`src/rtl/azel_pkg.sv`:
```
// Shared types and codes for the azimuth/elevation sweep sequencer.
`timescale 1ns / 1ps

package azel_pkg;

  // event kinds
  localparam logic [1:0] KIND_TICK  = 2'd0;
  localparam logic [1:0] KIND_START = 2'd1;
  localparam logic [1:0] KIND_RESET = 2'd2;

  // motor commands
  localparam logic [1:0] MOVE_NONE  = 2'd0;
  localparam logic [1:0] MOVE_TO    = 2'd1;
  localparam logic [1:0] MOVE_BY    = 2'd2;
  localparam logic [1:0] MOVE_RESET = 2'd3;

  // report codes
  localparam logic [1:0] REP_NONE = 2'd0;
  localparam logic [1:0] REP_MEAS = 2'd1;
  localparam logic [1:0] REP_DONE = 2'd2;

  // sweep types
  localparam logic [1:0] SWEEP_FULL = 2'd0;
  localparam logic [1:0] SWEEP_AZ   = 2'd1;
  localparam logic [1:0] SWEEP_EL   = 2'd2;

  // register indexes
  localparam logic [2:0] REG_SWEEP_TYPE = 3'd0;
  localparam logic [2:0] REG_SPP        = 3'd1;
  localparam logic [2:0] REG_AZ_MIN     = 3'd2;
  localparam logic [2:0] REG_AZ_MAX     = 3'd3;
  localparam logic [2:0] REG_AZ_STEP    = 3'd4;
  localparam logic [2:0] REG_EL_MIN     = 3'd5;
  localparam logic [2:0] REG_EL_MAX     = 3'd6;
  localparam logic [2:0] REG_EL_STEP    = 3'd7;

  // register reset values
  localparam logic [7:0]         SPP_RESET     = 8'd5;
  localparam logic signed [29:0] AZ_MAX_RESET  = 30'sd359;
  localparam logic [28:0]        AZ_STEP_RESET = 29'd45000000;
  localparam logic signed [29:0] EL_MAX_RESET  = 30'sd90;
  localparam logic [28:0]        EL_STEP_RESET = 29'd18000000;

  typedef struct packed {
    logic [1:0]         sweep_type;
    logic [7:0]         samples_per_point;
    logic signed [29:0] az_min;
    logic signed [29:0] az_max;
    logic [28:0]        az_step;
    logic signed [29:0] el_min;
    logic signed [29:0] el_max;
    logic [28:0]        el_step;
  } cfg_t;

  typedef struct packed {
    logic [31:0]        last_sample_time;
    logic [7:0]         sample_count;
    logic               az_done;
    logic               el_done;
    logic               all_done;
    logic signed [29:0] last_az;
    logic signed [29:0] last_el;
  } state_t;

  typedef struct packed {
    logic [1:0]         kind;
    logic [31:0]        now_ms;
    logic signed [15:0] power_sample;
    logic [29:0]        az_swept;
    logic [29:0]        el_swept;
    logic signed [29:0] az_position;
    logic signed [29:0] el_position;
  } event_t;

  typedef struct packed {
    logic [1:0]         az_move;
    logic signed [30:0] az_target;
    logic               az_clear_swept;
    logic [1:0]         el_move;
    logic signed [29:0] el_target;
    logic               el_clear_swept;
    logic [1:0]         report;
    logic [31:0]        stamp_ms;
    logic [7:0]         sample_index;
    logic signed [15:0] power_out;
    logic signed [29:0] az_report;
    logic signed [29:0] el_report;
  } result_t;

endpackage

```
`src/rtl/azel_core.sv`:
```
// Next-state and result logic for one sequencer event.
`timescale 1ns / 1ps

module azel_core #(
  parameter int unsigned PERIOD_MS = 100
) (
  input  azel_pkg::cfg_t    cfg,
  input  azel_pkg::state_t  st,
  input  azel_pkg::event_t  ev,
  output azel_pkg::state_t  st_next,
  output azel_pkg::result_t res,
  output logic              has_result
);
  import azel_pkg::*;

  localparam logic [31:0] PERIOD = 32'(PERIOD_MS);

  logic [31:0]        elapsed;
  logic               early;
  logic               moving;
  logic               do_az;
  logic               do_el;
  logic signed [30:0] az_diff;
  logic signed [30:0] az_abs;
  logic [29:0]        az_span;
  logic signed [30:0] el_diff;
  logic signed [30:0] el_abs;
  logic [29:0]        el_span;
  logic signed [30:0] az_sum;
  logic signed [29:0] az_next;
  logic signed [30:0] el_sub;
  logic signed [29:0] el_next;
  logic               finished;

  assign elapsed = ev.now_ms - st.last_sample_time;
  assign early   = elapsed < PERIOD;
  assign moving  = st.sample_count >= cfg.samples_per_point;
  assign do_az   = (cfg.sweep_type == SWEEP_FULL) || (cfg.sweep_type == SWEEP_AZ);
  assign do_el   = (cfg.sweep_type == SWEEP_FULL) || (cfg.sweep_type == SWEEP_EL);

  // travel of each axis as a magnitude
  assign az_diff = 31'(cfg.az_max) - 31'(cfg.az_min);
  assign az_abs  = az_diff[30] ? -az_diff : az_diff;
  assign az_span = az_abs[29:0];
  assign el_diff = 31'(cfg.el_max) - 31'(cfg.el_min);
  assign el_abs  = el_diff[30] ? -el_diff : el_diff;
  assign el_span = el_abs[29:0];

  // azimuth steps up clamped at max, elevation down clamped at min
  assign az_sum  = 31'(st.last_az) + $signed({2'b00, cfg.az_step});
  assign az_next = (az_sum > 31'(cfg.az_max)) ? cfg.az_max : az_sum[29:0];
  assign el_sub  = 31'(st.last_el) - $signed({2'b00, cfg.el_step});
  assign el_next = (el_sub < 31'(cfg.el_min)) ? cfg.el_min : el_sub[29:0];

  always_comb begin
    st_next    = st;
    res        = '0;
    has_result = 1'b0;
    finished   = 1'b0;
    case (ev.kind)
      KIND_RESET: begin
        has_result       = 1'b1;
        res.az_move      = MOVE_RESET;
        res.el_move      = MOVE_RESET;
        st_next.az_done  = 1'b0;
        st_next.el_done  = 1'b0;
        st_next.all_done = 1'b0;
      end
      KIND_START: begin
        has_result         = 1'b1;
        res.az_move        = MOVE_TO;
        res.az_target      = 31'(cfg.az_min);
        res.az_clear_swept = 1'b1;
        res.el_move        = MOVE_TO;
        res.el_target      = cfg.el_max;
        res.el_clear_swept = 1'b1;
        st_next.last_az    = cfg.az_min;
        st_next.last_el    = cfg.el_max;
        st_next.az_done    = 1'b0;
        st_next.el_done    = 1'b0;
        st_next.all_done   = 1'b0;
      end
      KIND_TICK: begin
        if (!early) begin
          has_result = 1'b1;
          if (moving) begin
            st_next.sample_count = '0;
            if (do_az) begin
              if (ev.az_swept < az_span) begin
                res.az_move     = MOVE_TO;
                res.az_target   = 31'(az_next);
                st_next.last_az = az_next;
              end else begin
                // travel covered: unwind by the swept amount
                res.az_move        = MOVE_BY;
                res.az_target      = -$signed({1'b0, ev.az_swept});
                res.az_clear_swept = 1'b1;
                st_next.az_done    = 1'b1;
                st_next.last_az    = cfg.az_min;
              end
            end
            if (do_el && ((cfg.sweep_type == SWEEP_EL) || st_next.az_done)) begin
              if (ev.el_swept < el_span) begin
                res.el_move     = MOVE_TO;
                res.el_target   = el_next;
                st_next.last_el = el_next;
                st_next.az_done = 1'b0;
              end else begin
                res.el_move        = MOVE_TO;
                res.el_target      = cfg.el_max;
                res.el_clear_swept = 1'b1;
                st_next.el_done    = 1'b1;
                st_next.last_el    = cfg.el_max;
              end
            end
            case (cfg.sweep_type)
              SWEEP_FULL: st_next.all_done = st_next.el_done & st_next.az_done;
              SWEEP_AZ:   st_next.all_done = st_next.az_done;
              SWEEP_EL:   st_next.all_done = st_next.el_done;
              default:    st_next.all_done = st.all_done;
            endcase
            finished = st_next.all_done;
          end
          res.stamp_ms = ev.now_ms;
          if (finished) begin
            res.report = REP_DONE;
          end else begin
            st_next.sample_count     = st_next.sample_count + 8'd1;
            st_next.last_sample_time = ev.now_ms;
            res.report               = REP_MEAS;
            res.sample_index         = st_next.sample_count;
            res.power_out            = ev.power_sample;
            res.az_report            = ev.az_position;
            res.el_report            = ev.el_position;
          end
        end
      end
      default: ;
    endcase
  end

endmodule

```
`src/rtl/az_el_measurement_sweep_sequencer.sv`:
```
// Top level: sweep sequencer with event input register and result register.
// A result passes through the event input register and then the result register before it is presented.
// Throughput: one event per cycle while the result channel does not stall; state feedback closes through azel_core.
// Events that give no result (early tick, unused kind) still pass through the event input register.
// Reset (rst, synchronous) clears the stages, the sweep state and restores
// the register defaults.
`timescale 1ns / 1ps

module az_el_measurement_sweep_sequencer #(
  parameter int unsigned PERIOD_MS = 100
) (
  input  logic         clk,
  input  logic         rst,
  // event channel
  input  logic         s_tvalid,
  output logic         s_tready,
  // tdata: now_ms, power_sample, az_swept, el_swept, az_position, el_position
  input  logic [167:0] s_tdata,
  // tuser: kind
  input  logic [1:0]   s_tuser,
  // result channel
  output logic         m_tvalid,
  input  logic         m_tready,
  // tdata: az_move, az_target, az_clear_swept, el_move, el_target,
  //        el_clear_swept, stamp_ms, sample_index, power_out, az_report,
  //        el_report, one zero pad bit
  output logic [183:0] m_tdata,
  // tuser: report
  output logic [1:0]   m_tuser,
  // configuration
  input  logic         cfg_we,
  input  logic [2:0]   cfg_index,
  input  logic [29:0]  cfg_data
);
  import azel_pkg::*;

  cfg_t    cfg;
  state_t  st;
  state_t  st_next;
  event_t  ev_in;
  event_t  ev;
  logic    in_valid;
  result_t res;
  result_t out_res;
  logic    has_result;
  logic    out_valid;
  logic    advance;

  assign ev_in.kind         = s_tuser;
  assign ev_in.now_ms       = s_tdata[31:0];
  assign ev_in.power_sample = s_tdata[47:32];
  assign ev_in.az_swept     = s_tdata[77:48];
  assign ev_in.el_swept     = s_tdata[107:78];
  assign ev_in.az_position  = s_tdata[137:108];
  assign ev_in.el_position  = s_tdata[167:138];

  assign advance  = !out_valid || m_tready;
  assign s_tready = !in_valid || advance;

  azel_core #(
    .PERIOD_MS (PERIOD_MS)
  ) u_core (
    .cfg        (cfg),
    .st         (st),
    .ev         (ev),
    .st_next    (st_next),
    .res        (res),
    .has_result (has_result)
  );

  // configuration registers
  always_ff @(posedge clk) begin
    if (rst) begin
      cfg.sweep_type        <= SWEEP_FULL;
      cfg.samples_per_point <= SPP_RESET;
      cfg.az_min            <= '0;
      cfg.az_max            <= AZ_MAX_RESET;
      cfg.az_step           <= AZ_STEP_RESET;
      cfg.el_min            <= '0;
      cfg.el_max            <= EL_MAX_RESET;
      cfg.el_step           <= EL_STEP_RESET;
    end else if (cfg_we) begin
      case (cfg_index)
        REG_SWEEP_TYPE: cfg.sweep_type        <= cfg_data[1:0];
        REG_SPP:        cfg.samples_per_point <= cfg_data[7:0];
        REG_AZ_MIN:     cfg.az_min            <= cfg_data;
        REG_AZ_MAX:     cfg.az_max            <= cfg_data;
        REG_AZ_STEP:    cfg.az_step           <= cfg_data[28:0];
        REG_EL_MIN:     cfg.el_min            <= cfg_data;
        REG_EL_MAX:     cfg.el_max            <= cfg_data;
        REG_EL_STEP:    cfg.el_step           <= cfg_data[28:0];
        default: ;
      endcase
    end
  end

  // event input register
  always_ff @(posedge clk) begin
    if (rst) begin
      in_valid <= 1'b0;
    end else if (s_tready) begin
      in_valid <= s_tvalid;
    end
  end

  always_ff @(posedge clk) begin
    if (s_tready && s_tvalid) begin
      ev <= ev_in;
    end
  end

  // sweep state, updated as the held event moves to the result register
  always_ff @(posedge clk) begin
    if (rst) begin
      st <= '0;
    end else if (advance && in_valid) begin
      st <= st_next;
    end
  end

  // result register
  always_ff @(posedge clk) begin
    if (rst) begin
      out_valid <= 1'b0;
    end else if (advance) begin
      out_valid <= in_valid && has_result;
    end
  end

  always_ff @(posedge clk) begin
    if (advance && in_valid) begin
      out_res <= res;
    end
  end

  assign m_tvalid          = out_valid;
  assign m_tuser           = out_res.report;
  assign m_tdata[1:0]      = out_res.az_move;
  assign m_tdata[32:2]     = out_res.az_target;
  assign m_tdata[33]       = out_res.az_clear_swept;
  assign m_tdata[35:34]    = out_res.el_move;
  assign m_tdata[65:36]    = out_res.el_target;
  assign m_tdata[66]       = out_res.el_clear_swept;
  assign m_tdata[98:67]    = out_res.stamp_ms;
  assign m_tdata[106:99]   = out_res.sample_index;
  assign m_tdata[122:107]  = out_res.power_out;
  assign m_tdata[152:123]  = out_res.az_report;
  assign m_tdata[182:153]  = out_res.el_report;
  assign m_tdata[183]      = 1'b0;

endmodule

```
`config.mk`:
```
export PLATFORM = sky130hd
export DESIGN_NAME = az_el_measurement_sweep_sequencer
export DESIGN_NICKNAME = d
export VERILOG_FILES = /design/src/rtl/azel_pkg.sv /design/src/rtl/azel_core.sv /design/src/rtl/az_el_measurement_sweep_sequencer.sv
export SDC_FILE = /design/constraint.sdc
export NUM_CORES = 2
export LEC_CHECK = 0
export BUFFER_PORTS_ARGS = -buffer_cell sky130_fd_sc_hd__buf_2
export CAP_MARGIN = 30
export CORE_ASPECT_RATIO = 1.25
export CORE_UTILIZATION = 25
export DETAILED_ROUTE_END_ITERATION = 8
export PLACE_DENSITY_LB_ADDON = 0.1
export SLEW_MARGIN = 30
export SYNTH_ARGS = -nofsm -noshare
export SYNTH_HDL_FRONTEND = slang
export SYNTH_SLANG_ARGS = --single-unit
```
`constraint.sdc`:
```
create_clock -name clk -period 16.67 [get_ports clk]
set_clock_uncertainty 0.2 [all_clocks]
set_input_delay 0.8335 -clock clk [delete_from_list [all_inputs] [get_ports clk]]
set_output_delay 0.8335 -clock clk [all_outputs]
set_load 0.02 [all_outputs]
```
==> summary.txt <==
STA
  – RSZ-0062 raised after global routing: no
  – Setup violators final: 0
  – Worst-Margin Slew: roughly 970 ps
  – Setup TNS: 0 ps
  – Min Clock Period, post-route: around 8600 ps
  – Fin worst setup slack: 8083 ps
  – Fmax: ~120 MHz
  – Final Hold Fails: 0
  – Slew margin rel.: 0.3544
  – Tcrit/Tclk final: 0.5151
  – Hold slack final: 98.04 ps
  – Fin. max-slew vios: 0

Placement
  – Placed Cells: roughly 6,300
  – Routability-driven placement congestion ratio: roughly 0.83
  – Port Buffers: around 390
  – DP Area: about 42,000 um2
  – Place WS: between 8000 and 9000 ps
  – Final HPWL DP: approximately 110,000 um

GRT
  – First-pass GRT wire length: 211,400 um
  – Vias in the first global route: approximately 31,000
  – Largest net degree at the start of global routing: 96
  – Initial antenna violation count: 21
  – Grt ovf: 0
  – Total global routing track utilization: 0.1869

Setup path
  – CP Capture Type: flip-flop
  – Reg2reg path depth: 26
  – CP max FO: between 70 and 80
  – WP data arrival: slightly below 9000 ps
  – Setup Crit Path Kind: reg -> reg
  – Worst Setup Start Kind: flip-flop
  – Worst Path Required: 17,030 ps

Worst hold path
  – Cell depth of the worst hold path: 1
  – Worst Hold Class: in -> reg

CTS
  – CTS clk-pin slew, worst paths: roughly 70 ps
  – H-tree levels: 3
  – Gates resized, CTS repair: 0
  – Root buffer cell: clkbuf_16
  – Post-CTS Setup Inserts: 0
  – Num CTS Buffers: a little under 80
  – CTS tree: yes
  – Clock Sinks: between 600 and 700
  – CTS Buffer Depth: 3
  – Clk_lat worst skew: between 700 and 800 ps
  – Hold buffer count at CTS: 0

Flow run
  – Max-cap violation count: 0

Logic synthesis
  – Cells after Synth: around 4,000
  – Post-synth ARST share: 0
  – Seq/Total Area, Yosys: 0.4384
  – Area of the mapped netlist: 37,700 um2
  – Main synth FF type: edfxtp_1
  – YS warnings: 0
  – Syn nets: about 4,600
  – Number of flops mapped to enable cells by yosys: about 360
  – Yosys cell types: between 90 and 100
  – Avg Cell Area, Syn: between 9 and 10 um2
  – Register bit total from synthesis: 648

Routing
  – DRC: 0
  – Avg WL per Cell: approximately 23 um
  – DRT iter0 DRCs: between 1,500 and 2,000
  – Vias: roughly 31,000
  – Remaining antenna violation count: 0
  – Wirelength, routed: between 100,000 and 150,000 um
  – Initial DRT Pass Iterations: 7
  – Vias per cell: slightly below 5

Pwr
  – Power per cell area: approximately 100 nW/um2
  – Leak pwr: about 17 nW
  – Peak VDD IR: roughly 72 uV

Finish
  – Area grow syn2layout: 18.06%
  – Commonest non-fill, non-tap cell in the layout: nand2_1
  – Net count, final: between 4,000 and 5,000
  – Most frequent cells in the layout: nand2_1, a21oi_1, buf_2
  – Non-Filler Instances: roughly 6,500
  – Fraction of layout cells with a size suffix above 1: 0.1446
  – Fin area: roughly 45,000 um2

Floorplanning
  – Chip height: between 400 and 500 um
  – Core Box Area: ~150,000 um2
  – Initial Util: 0.2529
  – FP Rows: ~160
  – I/O pin total: about 400
  – Die ar.: 152,400 um2
  – Die Span X: ~350 um

Status
  – Status: finished clean
==> logic make-up (layout without fill, tap and decap cells) <==
family,count (synthesis),after routing,synth area share
and+or+nand+nor,1409,1409,0.1744
AOI/OAI and AO/OA,1021,1021,0.1741
buffers and inverters,393,797,0.04172
xor gates and xnor gates,188,188,0.04368
muxes,117,117,0.03160
DFF,648,648,0.4384
adders and majority gates,287,287,0.09606
other,1,4,0.00009948
==> sequential cells by signal, indices dropped and copies added, names as in the netlist <==
| register | flops |
|---|---|
| cfg | 188 |
| m_tdata | 183 |
| ev | 170 |
| st | 103 |
| m_tuser | 2 |
| in_valid | 1 |
| m_tvalid | 1 |
==> per-layer routing <==
layer	up-vias	global-route usage	share of wire
met4	16	0.06246	0.029
met2	710	0.3240	0.49
li1	15290	-	-
met1	15070	0.2345	0.44
met3	178	0.02802	0.043
met5	-	0	0.00062
==> final timing paths <==
| kind | startpoint | endpoint | slack (ps) |
|---|---|---|---|
| setup / recovery | cfg[163] | m_tdata[117] | 8080 |
| hold / removal | s_tdata[77] | ev[119] | 100 |
| setup reg to reg | cfg[163] | m_tdata[117] | 8080 |
| hold reg to reg | cfg[65] | cfg[65] | 250 |
==> Yosys cell counts (100+ instances only) <==
cell type	instances	area share
nor2_1	265	0.026
clkbuf_1	141	0.014
edfxtp_1	355	0.28
a21oi_1	414	0.055
inv_1	209	0.021
and2_1	125	0.021
nand2_1	585	0.058
mux2i_1	101	0.027
dfxtp_1	293	0.16
ha_1	283	0.094
o21ai_0	131	0.017
nor3_1	100	0.013
xnor2_1	113	0.026
==> worst max-delay path, cell delays in order (launching register included) <==
cell and delay (ps):
dfxtp_1 380, inv_1 60, ha_1 350, a21o_1 220, a21o_1 170, a21o_1 200, a2111oi_0 670, o211ai_1 180
o211a_1 250, o21a_1 180, o21ai_0 280, a21o_1 360, o21ai_0 190, xor2_1 180, ha_1 310, a21o_1 160
a21o_1 180, a221o_1 340, o21ai_0 250, a21oi_1 160, o221ai_4 750, buf_4 570, nor3b_1 590, nor3_2 280
nor2_4 120, buf_4 550, and2_1 220
==> where the power goes <==
group          internal [mW]  switching (mW)
Sequential              1.75          0.0358
Clock                  0.976           0.777
Combinational          0.402           0.715
Total                   3.12            1.53
==> area by class of cell <==
cell class / instances / area, um2
diodes: 3 / 7.507
clock buffers: 105 / 2165
clock inverters: 42 / 407.9
fillers: 15900 / 104600
inverters: 210 / 798.3
multi-input cells: 3023 / 19720
flip-flops and latches: 648 / 16530
well taps: 2000 / 2502
repair buffers: 440 / 2376
==> through the flow <==
step	power (mW)	utilization
after floorplan	2.554	-
final	4.651	0.2986
after global routing	4.889	0.2986
after global placement	2.940	0.2807
after CTS	4.737	0.2985
after detailed placement	2.942	0.2813
(Power assumes the default switching activity.)
